$ cat src/rtl/core/shca_pkg.sv
package shca_pkg;

   // Default depth of the hit store.
   localparam int MAX_HITS_DEFAULT = 32;

   // Command codes carried in the cmd field of an input word.
   localparam logic [1:0] CMD_CLEAR = 2'd0;
   localparam logic [1:0] CMD_ADD   = 2'd1;
   localparam logic [1:0] CMD_CHECK = 2'd2;

   // Register indexes of the configuration port.
   localparam logic REG_THRESHOLD = 1'b0;
   localparam logic REG_DETECTOR  = 1'b1;

   // One stored hit is {time, energy, channel}.
   localparam int ENTRY_W = 64;

   // Output saturation limits and the "none" codes.
   localparam logic [31:0]        CNT_MAX   = 32'd63;
   localparam logic [31:0]        SUM_MAX   = 32'd2097151;
   localparam logic signed [16:0] PEAK_NONE = -17'sd1;
   localparam logic signed [32:0] TIME_NONE = -33'sd100;

   // Commands from the controller to the datapath.
   typedef struct packed {
      logic load;
      logic rd_issue;
      logic commit;
   } shca_ctl_type;

   // Status from the datapath to the controller.
   typedef struct packed {
      logic store_empty;
      logic last_addr;
      logic out_free;
   } shca_sts_type;

endpackage

$ cat src/rtl/core/shca_ram.sv
module shca_ram #(
   parameter int WIDTH = 64,
   parameter int DEPTH = 32
) (
   input  logic                     clock,
   input  logic                     wr_en,
   input  logic [$clog2(DEPTH)-1:0] wr_addr,
   input  logic [WIDTH-1:0]         wr_data,
   input  logic                     rd_en,
   input  logic [$clog2(DEPTH)-1:0] rd_addr,
   output logic [WIDTH-1:0]         rd_data
);

   logic [WIDTH-1:0] mem_ff [DEPTH];
   logic [WIDTH-1:0] rd_data_ff;

   always_ff @(posedge clock) begin
      if (wr_en) begin
         mem_ff[wr_addr] <= wr_data;
      end
      if (rd_en) begin
         rd_data_ff <= mem_ff[rd_addr];
      end
   end

   assign rd_data = rd_data_ff;

endmodule

$ cat src/rtl/core/shca_ctrl.sv
module shca_ctrl
   import shca_pkg::*;
(
   input  logic         clock,
   input  logic         reset,
   input  logic         req_valid,
   output logic         req_stall,
   input  shca_sts_type sts,
   output shca_ctl_type ctl
);

   localparam logic [1:0] ST_IDLE   = 2'd0;
   localparam logic [1:0] ST_WALK   = 2'd1;
   localparam logic [1:0] ST_DRAIN  = 2'd2;
   localparam logic [1:0] ST_COMMIT = 2'd3;

   logic [1:0] state_ff;
   logic [1:0] state_in;

   always_comb begin
      state_in = state_ff;
      ctl      = '0;
      unique case (state_ff)
         ST_IDLE: begin
            if (req_valid) begin
               ctl.load = 1'b1;
               state_in = sts.store_empty ? ST_COMMIT : ST_WALK;
            end
         end
         ST_WALK: begin
            ctl.rd_issue = 1'b1;
            if (sts.last_addr) begin
               state_in = ST_DRAIN;
            end
         end
         ST_DRAIN: begin
            // The last entry read is folded in during this cycle.
            state_in = ST_COMMIT;
         end
         ST_COMMIT: begin
            if (sts.out_free) begin
               ctl.commit = 1'b1;
               state_in   = ST_IDLE;
            end
         end
         default: begin
            state_in = ST_IDLE;
         end
      endcase
   end

   always_ff @(posedge clock) begin
      if (reset) begin
         state_ff <= ST_IDLE;
      end else begin
         state_ff <= state_in;
      end
   end

   assign req_stall = (state_ff != ST_IDLE);

endmodule

$ cat src/rtl/core/shca_datapath.sv
module shca_datapath
   import shca_pkg::*;
#(
   parameter int MAX_HITS = MAX_HITS_DEFAULT
) (
   input  logic                clock,
   input  logic                reset,
   input  shca_ctl_type        ctl,
   output shca_sts_type        sts,
   input  logic [15:0]         energy_threshold,
   input  logic [3:0]          cluster_detector,
   input  logic [1:0]          req_cmd,
   input  logic [15:0]         req_hit_channel,
   input  logic [3:0]          req_hit_detector,
   input  logic [15:0]         req_hit_energy,
   input  logic [31:0]         req_hit_time,
   output logic                rsp_valid,
   input  logic                rsp_stall,
   output logic                rsp_in_cluster,
   output logic [5:0]          rsp_hit_count,
   output logic                rsp_overflow,
   output logic [5:0]          rsp_count_above,
   output logic [20:0]         rsp_energy_sum_all,
   output logic [20:0]         rsp_energy_sum_above,
   output logic [15:0]         rsp_peak_energy_all,
   output logic signed [16:0]  rsp_peak_energy_above,
   output logic [15:0]         rsp_peak_channel,
   output logic [15:0]         rsp_lowest_channel,
   output logic [15:0]         rsp_lowest_channel_above,
   output logic signed [32:0]  rsp_earliest_time_above
);

   localparam int ADDR_W = $clog2(MAX_HITS);
   localparam int CNT_W  = $clog2(MAX_HITS + 1);
   localparam int SUM_W  = 16 + CNT_W;

   typedef struct packed {
      logic             seen;
      logic [CNT_W-1:0] cnt_above;
      logic [SUM_W-1:0] sum_all;
      logic [SUM_W-1:0] sum_above;
      logic [15:0]      pk_all;
      logic [15:0]      pk_chan;
      logic [15:0]      low;
      logic [15:0]      low_above;
      logic             have_above;
      logic [15:0]      pk_above;
      logic             have_time;
      logic [31:0]      tmin;
   } acc_type;

   // Folds one hit into the running figures, in store order.
   function automatic acc_type fold(acc_type a, logic [15:0] c, logic [15:0] e,
                                    logic [31:0] t, logic [15:0] thr);
      acc_type r;
      logic    above;
      r       = a;
      above   = (e > thr);
      r.sum_all = a.sum_all + SUM_W'(e);
      if (!a.seen) begin
         r.seen      = 1'b1;
         r.pk_all    = e;
         r.pk_chan   = c;
         r.low       = c;
         r.low_above = c;
      end else begin
         if (e > a.pk_all) begin
            r.pk_all  = e;
            r.pk_chan = c;
         end
         if (c < a.low) begin
            r.low = c;
         end
         if (above && (c < a.low_above)) begin
            r.low_above = c;
         end
      end
      if (above) begin
         r.cnt_above = a.cnt_above + CNT_W'(1);
         r.sum_above = a.sum_above + SUM_W'(e);
         if (!a.have_above || (e > a.pk_above)) begin
            r.have_above = 1'b1;
            r.pk_above   = e;
         end
         if ((t != 32'd0) && (!a.have_time || (t < a.tmin))) begin
            r.have_time = 1'b1;
            r.tmin      = t;
         end
      end
      return r;
   endfunction

   function automatic logic [5:0] sat_cnt(logic [CNT_W-1:0] x);
      return (32'(x) > CNT_MAX) ? 6'(CNT_MAX) : 6'(x);
   endfunction

   function automatic logic [20:0] sat_sum(logic [SUM_W-1:0] x);
      return (32'(x) > SUM_MAX) ? 21'(SUM_MAX) : 21'(x);
   endfunction

   // Current word.
   logic [1:0]  cmd_ff;
   logic [15:0] chan_ff;
   logic [3:0]  det_ff;
   logic [15:0] energy_ff;
   logic [31:0] time_ff;

   // Store bookkeeping and the walk.
   logic [CNT_W-1:0] count_ff;
   logic [CNT_W-1:0] count_in;
   logic             overflow_ff;
   logic             overflow_in;
   logic [CNT_W-1:0] idx_ff;
   logic             rd_vld_ff;
   logic             member_ff;
   acc_type          acc_ff;

   logic [ENTRY_W-1:0] rd_data;
   logic [15:0]        rd_chan;
   logic [15:0]        rd_energy;
   logic [31:0]        rd_time;
   logic               adjacent;
   logic               do_add;
   acc_type            acc_final;

   // Result register.
   logic rsp_valid_ff;

   shca_ram #(
      .WIDTH (ENTRY_W),
      .DEPTH (MAX_HITS)
   ) u_store (
      .clock   (clock),
      .wr_en   (ctl.commit && do_add),
      .wr_addr (count_ff[ADDR_W-1:0]),
      .wr_data ({time_ff, energy_ff, chan_ff}),
      .rd_en   (ctl.rd_issue),
      .rd_addr (idx_ff[ADDR_W-1:0]),
      .rd_data (rd_data)
   );

   assign rd_chan   = rd_data[15:0];
   assign rd_energy = rd_data[31:16];
   assign rd_time   = rd_data[63:32];

   assign adjacent = (det_ff == cluster_detector) &&
                     ((({1'b0, rd_chan} + 17'd1) == {1'b0, chan_ff}) ||
                      (({1'b0, chan_ff} + 17'd1) == {1'b0, rd_chan}));

   assign do_add = (cmd_ff == CMD_ADD) && (32'(count_ff) < 32'(MAX_HITS));

   always_comb begin
      acc_final = acc_ff;
      if (do_add) begin
         acc_final = fold(acc_ff, chan_ff, energy_ff, time_ff, energy_threshold);
      end
   end

   always_comb begin
      count_in    = count_ff;
      overflow_in = overflow_ff;
      if (ctl.commit) begin
         priority if (cmd_ff == CMD_CLEAR) begin
            count_in    = '0;
            overflow_in = 1'b0;
         end else if (do_add) begin
            count_in = count_ff + CNT_W'(1);
         end else if (cmd_ff == CMD_ADD) begin
            overflow_in = 1'b1;
         end
      end
   end

   always_ff @(posedge clock) begin
      if (reset) begin
         count_ff     <= '0;
         overflow_ff  <= 1'b0;
         rd_vld_ff    <= 1'b0;
         rsp_valid_ff <= 1'b0;
      end else begin
         count_ff    <= count_in;
         overflow_ff <= overflow_in;
         rd_vld_ff   <= ctl.rd_issue;
         if (ctl.commit) begin
            rsp_valid_ff <= 1'b1;
         end else if (!rsp_stall) begin
            rsp_valid_ff <= 1'b0;
         end
      end
   end

   always_ff @(posedge clock) begin
      if (ctl.load) begin
         cmd_ff    <= req_cmd;
         chan_ff   <= req_hit_channel;
         det_ff    <= req_hit_detector;
         energy_ff <= req_hit_energy;
         time_ff   <= req_hit_time;
         idx_ff    <= '0;
         member_ff <= 1'b0;
         acc_ff    <= '0;
      end else begin
         if (ctl.rd_issue) begin
            idx_ff <= idx_ff + CNT_W'(1);
         end
         if (rd_vld_ff) begin
            if (adjacent) begin
               member_ff <= 1'b1;
            end
            // A clear empties the store, so old entries add nothing to its figures.
            if (cmd_ff != CMD_CLEAR) begin
               acc_ff <= fold(acc_ff, rd_chan, rd_energy, rd_time, energy_threshold);
            end
         end
      end
   end

   always_ff @(posedge clock) begin
      if (ctl.commit) begin
         rsp_in_cluster           <= member_ff;
         rsp_hit_count            <= sat_cnt(count_in);
         rsp_overflow             <= overflow_in;
         rsp_count_above          <= sat_cnt(acc_final.cnt_above);
         rsp_energy_sum_all       <= sat_sum(acc_final.sum_all);
         rsp_energy_sum_above     <= sat_sum(acc_final.sum_above);
         rsp_peak_energy_all      <= acc_final.pk_all;
         rsp_peak_energy_above    <= acc_final.have_above ?
                                     $signed({1'b0, acc_final.pk_above}) : PEAK_NONE;
         rsp_peak_channel         <= acc_final.pk_chan;
         rsp_lowest_channel       <= acc_final.low;
         rsp_lowest_channel_above <= acc_final.low_above;
         rsp_earliest_time_above  <= acc_final.have_time ?
                                     $signed({1'b0, acc_final.tmin}) : TIME_NONE;
      end
   end

   assign rsp_valid = rsp_valid_ff;

   assign sts.store_empty = (count_ff == '0);
   assign sts.last_addr   = (idx_ff == (count_ff - CNT_W'(1)));
   assign sts.out_free    = !rsp_valid_ff || !rsp_stall;

   a_count_bound: assert property (@(posedge clock) disable iff (reset)
      32'(count_ff) <= 32'(MAX_HITS))
      else $error("hit store count beyond its depth");

   a_overflow_full: assert property (@(posedge clock) disable iff (reset)
      overflow_ff |-> (32'(count_ff) == 32'(MAX_HITS)))
      else $error("overflow flagged while the store has room");

   a_read_in_range: assert property (@(posedge clock) disable iff (reset)
      ctl.rd_issue |-> (idx_ff < count_ff))
      else $error("walk reads past the stored hits");

   a_commit_free: assert property (@(posedge clock) disable iff (reset)
      ctl.commit |-> (!rsp_valid_ff || !rsp_stall))
      else $error("result register overwritten while stalled");

   a_commit_shows: assert property (@(posedge clock) disable iff (reset)
      ctl.commit |=> rsp_valid_ff)
      else $error("committed result not presented");

endmodule

$ cat src/rtl/core/strip_hit_cluster_accumulator.sv
// Strip hit cluster accumulator.
//
// Input channel (req_): one word per hit with a command. A clear empties the
// cluster and its overflow flag, an add stores the hit, and a check stores
// nothing. A word is taken at a clock edge with req_valid high and req_stall
// low. Result channel (rsp_): exactly one word per input word, carrying the
// membership answer taken before the command and the cluster figures after it.
// Configuration (csr_): an APB-style port with the energy threshold at byte
// address 0 and the cluster detector at address 4; write it only while idle.
// With hits stored before a word arrives, the walk reads them from the hit
// memory, one stored entry per cycle through its single read port, then a
// drain step folds in the last entry read and the result is committed to
// the output register; with an empty store the word goes straight to commit.
// The next word is taken only after the current result is registered.
// Reset empties the store, clears overflow and sets both registers to zero.
// While rsp_stall holds a result, the next word is still taken and walked, and
// its result waits in the commit step until the output register frees.
module strip_hit_cluster_accumulator
   import shca_pkg::*;
#(
   parameter int MAX_HITS = MAX_HITS_DEFAULT
) (
   input  logic               clock,
   input  logic               reset,
   // Input channel.
   input  logic               req_valid,
   output logic               req_stall,
   input  logic [1:0]         req_cmd,
   input  logic [15:0]        req_hit_channel,
   input  logic [3:0]         req_hit_detector,
   input  logic [15:0]        req_hit_energy,
   input  logic [31:0]        req_hit_time,
   // Result channel.
   output logic               rsp_valid,
   input  logic               rsp_stall,
   output logic               rsp_in_cluster,
   output logic [5:0]         rsp_hit_count,
   output logic               rsp_overflow,
   output logic [5:0]         rsp_count_above,
   output logic [20:0]        rsp_energy_sum_all,
   output logic [20:0]        rsp_energy_sum_above,
   output logic [15:0]        rsp_peak_energy_all,
   output logic signed [16:0] rsp_peak_energy_above,
   output logic [15:0]        rsp_peak_channel,
   output logic [15:0]        rsp_lowest_channel,
   output logic [15:0]        rsp_lowest_channel_above,
   output logic signed [32:0] rsp_earliest_time_above,
   // Configuration port.
   input  logic               csr_psel,
   input  logic               csr_penable,
   input  logic               csr_pwrite,
   input  logic [2:0]         csr_paddr,
   input  logic [31:0]        csr_pwdata,
   output logic [31:0]        csr_prdata,
   output logic               csr_pready
);

   logic [15:0]  threshold_ff;
   logic [3:0]   detector_ff;
   logic         csr_write;
   logic         csr_index;
   shca_ctl_type ctl;
   shca_sts_type sts;

   // Registers sit on 4-byte boundaries, so bit 2 picks the register.
   assign csr_index  = csr_paddr[2];
   assign csr_write  = csr_psel && csr_penable && csr_pwrite && csr_pready;
   assign csr_pready = 1'b1;

   always_ff @(posedge clock) begin
      if (reset) begin
         threshold_ff <= '0;
         detector_ff  <= '0;
      end else if (csr_write) begin
         unique case (csr_index)
            REG_THRESHOLD: threshold_ff <= csr_pwdata[15:0];
            REG_DETECTOR:  detector_ff  <= csr_pwdata[3:0];
            default:       threshold_ff <= threshold_ff;
         endcase
      end
   end

   always_comb begin
      unique case (csr_index)
         REG_THRESHOLD: csr_prdata = {16'd0, threshold_ff};
         REG_DETECTOR:  csr_prdata = {28'd0, detector_ff};
         default:       csr_prdata = '0;
      endcase
   end

   // The controller sequences accept, walk, drain and commit; the datapath
   // holds the store, the running figures and the result register.
   shca_ctrl u_ctrl (
      .clock     (clock),
      .reset     (reset),
      .req_valid (req_valid),
      .req_stall (req_stall),
      .sts       (sts),
      .ctl       (ctl)
   );

   shca_datapath #(
      .MAX_HITS (MAX_HITS)
   ) u_datapath (
      .clock                    (clock),
      .reset                    (reset),
      .ctl                      (ctl),
      .sts                      (sts),
      .energy_threshold         (threshold_ff),
      .cluster_detector         (detector_ff),
      .req_cmd                  (req_cmd),
      .req_hit_channel          (req_hit_channel),
      .req_hit_detector         (req_hit_detector),
      .req_hit_energy           (req_hit_energy),
      .req_hit_time             (req_hit_time),
      .rsp_valid                (rsp_valid),
      .rsp_stall                (rsp_stall),
      .rsp_in_cluster           (rsp_in_cluster),
      .rsp_hit_count            (rsp_hit_count),
      .rsp_overflow             (rsp_overflow),
      .rsp_count_above          (rsp_count_above),
      .rsp_energy_sum_all       (rsp_energy_sum_all),
      .rsp_energy_sum_above     (rsp_energy_sum_above),
      .rsp_peak_energy_all      (rsp_peak_energy_all),
      .rsp_peak_energy_above    (rsp_peak_energy_above),
      .rsp_peak_channel         (rsp_peak_channel),
      .rsp_lowest_channel       (rsp_lowest_channel),
      .rsp_lowest_channel_above (rsp_lowest_channel_above),
      .rsp_earliest_time_above  (rsp_earliest_time_above)
   );

endmodule

$ cat config.mk
export PLATFORM = sky130hd
export DESIGN_NAME = strip_hit_cluster_accumulator
export DESIGN_NICKNAME = d
export VERILOG_FILES = /design/src/rtl/core/shca_pkg.sv /design/src/rtl/core/shca_ram.sv /design/src/rtl/core/shca_ctrl.sv /design/src/rtl/core/shca_datapath.sv /design/src/rtl/core/strip_hit_cluster_accumulator.sv
export SDC_FILE = /design/constraint.sdc
export NUM_CORES = 2
export LEC_CHECK = 0
export BUFFER_PORTS_ARGS = -buffer_cell sky130_fd_sc_hd__buf_2
export CAP_MARGIN = 15
export CORE_UTILIZATION = 65
export CTS_CLUSTER_SIZE = 16
export DETAILED_ROUTE_END_ITERATION = 10
export PLACE_DENSITY = 0.84
export SKIP_LAST_GASP = 1
export SLEW_MARGIN = 40
export SYNTH_ARGS = -nofsm -noshare
export SYNTH_HDL_FRONTEND = slang
export SYNTH_HIERARCHICAL = 1
export SYNTH_SLANG_ARGS = --single-unit
export TNS_END_PERCENT = 10
$ cat constraint.sdc
create_clock -name clock -period 18.48 [get_ports clock]
set_input_delay 3.696 -clock clock [delete_from_list [all_inputs] [get_ports clock]]
set_output_delay 3.696 -clock clock [all_outputs]
set_load 0.03 [all_outputs]
==> results_dict.tcl <==
set metrics [dict create \
    antenna_found_initial 16 \
    netlist_area_mm2 0.106 \
    final_area_mm2 0.119 \
    drc 0 \
    yosysTopAreaCell "edfxtp_1" \
    outcome "finished clean" \
    rsz0062_at_grt "false" \
    hold_start "u_datapath/acc_ff[57]" \
    startpoint_type "primary input" \
    synthAdderAreaFrac_pct 3.53 \
    io_buffers 281 \
    cts_hold_buf 0 \
    total_power_mw 16.5 \
    fillers 8243 \
    ys_ff_latch 2555 \
    worstPathMaxFanout 18 \
    grt_pass1_wl_um 450000 \
    cp-end-kind "primary output" \
    slew_violations 0 \
    dr_total_vias 62900 \
    synth_xor_area_share_pct 0.948 \
    fin_crit_ns 8.28 \
    synth_edf_count 2352 \
    reg2reg_depth 8 \
    drtPass1Iterations 11 \
    dp_hpwl_um 165000 \
    io_pins 317 \
    r2r_end "u_datapath/u_store/mem_ff[12][44]" \
    power_density_mw_per_mm2 138 \
    clk_path_buf_depth 3 \
    hold_ws_ns 0.478 \
    clock_latency_ns 0.93 \
    tightest_slew_ns 1.15 \
    finalCritPeriodShare_pct 44.8 \
    p_leak_nw 39.4 \
    synth.distinct_cells 83 \
    grt_util_all_layers_pct 39.0 \
    worstReg2RegStart "u_ctrl/state_ff[0]" \
    place_area_mm2 0.111 \
    cts_sinks 2555 \
    post_cts_buffers 0 \
    critPathKind "in -> out" \
    fmax_mhz 121 \
    nets 6595 \
    synth_cells 5734 \
    final_layout_size_suffix_gt1_share_pct 25.7 \
    ys_warn_count 6 \
    synth.area.mux_share_pct 16.0 \
    post_cts_resized 0 \
    tritoncts "built" \
    synth_top_family_by_area "multiplexers" \
    postRouteAntennaNets 0 \
    synthSimpleGateAreaFrac_pct 3.94 \
    grt_max_degree 88 \
    r2r_slack_ns 13.15 \
    synth_top_area_share_pct 66.5 \
    wl_per_cell_um 37.5 \
    setup-violations-final 0 \
    routed_wl_um 321000 \
    cap_viol_max_count 0 \
    synth_flop_cell "edfxtp_1" \
    coreArea_mm2 0.161 \
    relSlewSlack_pct 21.1 \
    areaGrowthSynthToFinish_pct 12.2 \
    seq_area_mm2 0.0747 \
    gr-total-overflow 0 \
    yosys-top-cells-area "edfxtp_1 (67%), mux4_2 (13%), dfxtp_1 (3.8%)" \
    yosysSeqAreaShare_pct 70.3 \
    vias_per_cell 7.35 \
    fin_ws_ns 10.20 \
    arrival_ns 4.58 \
    fin_tns_setup_ns 0 \
    hold_violations 0 \
    root_buffer "clkbuf_16" \
    grt_pass1_vias 61800 \
    hold_path.class "reg -> reg" \
    place_worst_setup_slack_ns 9.87 \
    num_rows 147 \
    die_h_um 406 \
    whs_endpoint "u_datapath/acc_ff[57]" \
    skew_ns 0.0686 \
    dieArea_mm2 0.165 \
    final_common_cell "edfxtp_1" \
    drtIter0Drc 10500 \
    die_w_um 406 \
    synth_compound_area_share_pct 3.41 \
    async_reset_ff_share_pct 0 \
    final_cell_mix "edfxtp_1 (2352), mux4_2 (602), ha_1 (292), buf_2 (282), nor2_1 (247)" \
    avgSynthCellArea_um2 18.5 \
    worstHoldPathCells 2 \
    ir_drop_mv 0.142 \
    clkTransAtPathRegs_ns 0.06 \
    numCtsBuffers 232 \
    required_ns 14.78 \
    multi_input_area_mm2 0.0300 \
    place_congestion 0.929 \
    start_util_pct 65.8 \
    cts.htree.levels 4 \
]
through the flow:
stage                     cells  util, %
after floorplan            5749        -
after global placement     8067     68.5
after detailed placement   8102     69.0
after CTS                  8538     73.7
after global routing       8548     73.9
final                      8554     73.9
worst max path at each step:
stage,startpoint,endpoint
3_5_place_dp,rsp_stall,u_datapath/u_store/mem_ff[9][52]
6_report,csr_paddr[2],csr_prdata[3]
4_1_cts,csr_paddr[2],csr_prdata[3]
5_1_grt,csr_paddr[2],csr_prdata[3]
3_3_place_gp,rsp_stall,u_datapath/u_store/mem_ff[30][52]
2_1_floorplan,rsp_stall,u_datapath/u_store/mem_ff[20][0]
report_power, final:
part           switching (mW)  total [mW]  internal [mW]
logic                    2.55        4.30           1.74
registers               0.345        7.25           6.90
clock network            2.29        4.92           2.63
total                    5.19        16.5           11.3
cell families (layout without fill, tap and decap cells):
group | count (synthesis) | after routing
other cells | 2 | 23
flops | 2555 | 2555
compound gates | 547 | 547
mux | 930 | 930
fa+ha+maj | 297 | 297
buf+inv | 430 | 1069
xor+xnor | 115 | 115
simple gates | 858 | 858
final cells by class:
class                      instances  share of cell area, %
antenna                            6                 0.0126
clock buffer                     281                   5.04
clock inverter                   155                   1.32
inverter                         154                  0.485
multi-input combinational       2764                   25.2
sequential                      2555                   62.7
tap                             2160                   2.27
timing repair buffer             479                   2.99
sequential cells by signal, summed over array words and instances, names as in the netlist, 17 cells and up:
register	flops
u_datapath/u_store/mem_ff	2048
u_datapath/acc_ff	165
u_datapath/u_store/rd_data	64
u_datapath/rsp_earliest_time_above	33
u_datapath/time_ff	32
u_datapath/rsp_energy_sum_above	21
u_datapath/rsp_energy_sum_all	21
u_datapath/rsp_peak_energy_above	17
routing by layer:
layer / vias up / GRT usage (%) / share of wire (%)
li1: 24000 / - / -
met1: 31300 / 50.3 / 32
met2: 6228 / 61.0 / 47
met3: 1422 / 9.23 / 13
met4: 4 / 23.5 / 7.4
met5: - / 0 / 0.0081
worst max-delay path, cell delays in order:
cell and delay, ns:
buf_2 0.29, mux2_2 0.40, buf_2 0.19
synthesized netlist by cell type, types with 10 or more instances:
cell / number
buf_6: 11
a21o_1: 62
a31oi_1: 11
nand3b_1: 10
xor2_1: 57
and2_1: 10
buf_4: 32
o211ai_1: 57
o21a_1: 35
nand2b_1: 96
buf_2: 71
or3_1: 11
nor4_1: 35
a211oi_1: 26
o22ai_1: 14
ha_1: 293
a21oi_1: 130
mux2_2: 147
mux2i_1: 181
and3_1: 10
nor3_1: 43
nor2b_1: 40
dfxtp_1: 203
buf_1: 29
mux4_2: 602
o21ai_0: 111
o31a_1: 11
nand3_1: 44
edfxtp_1: 2352
nand2_1: 190
clkbuf_1: 132
a221oi_1: 16
inv_1: 153
nand4_1: 48
xnor2_1: 58
nor2_1: 281
Power figures use the tool's default switching activity.
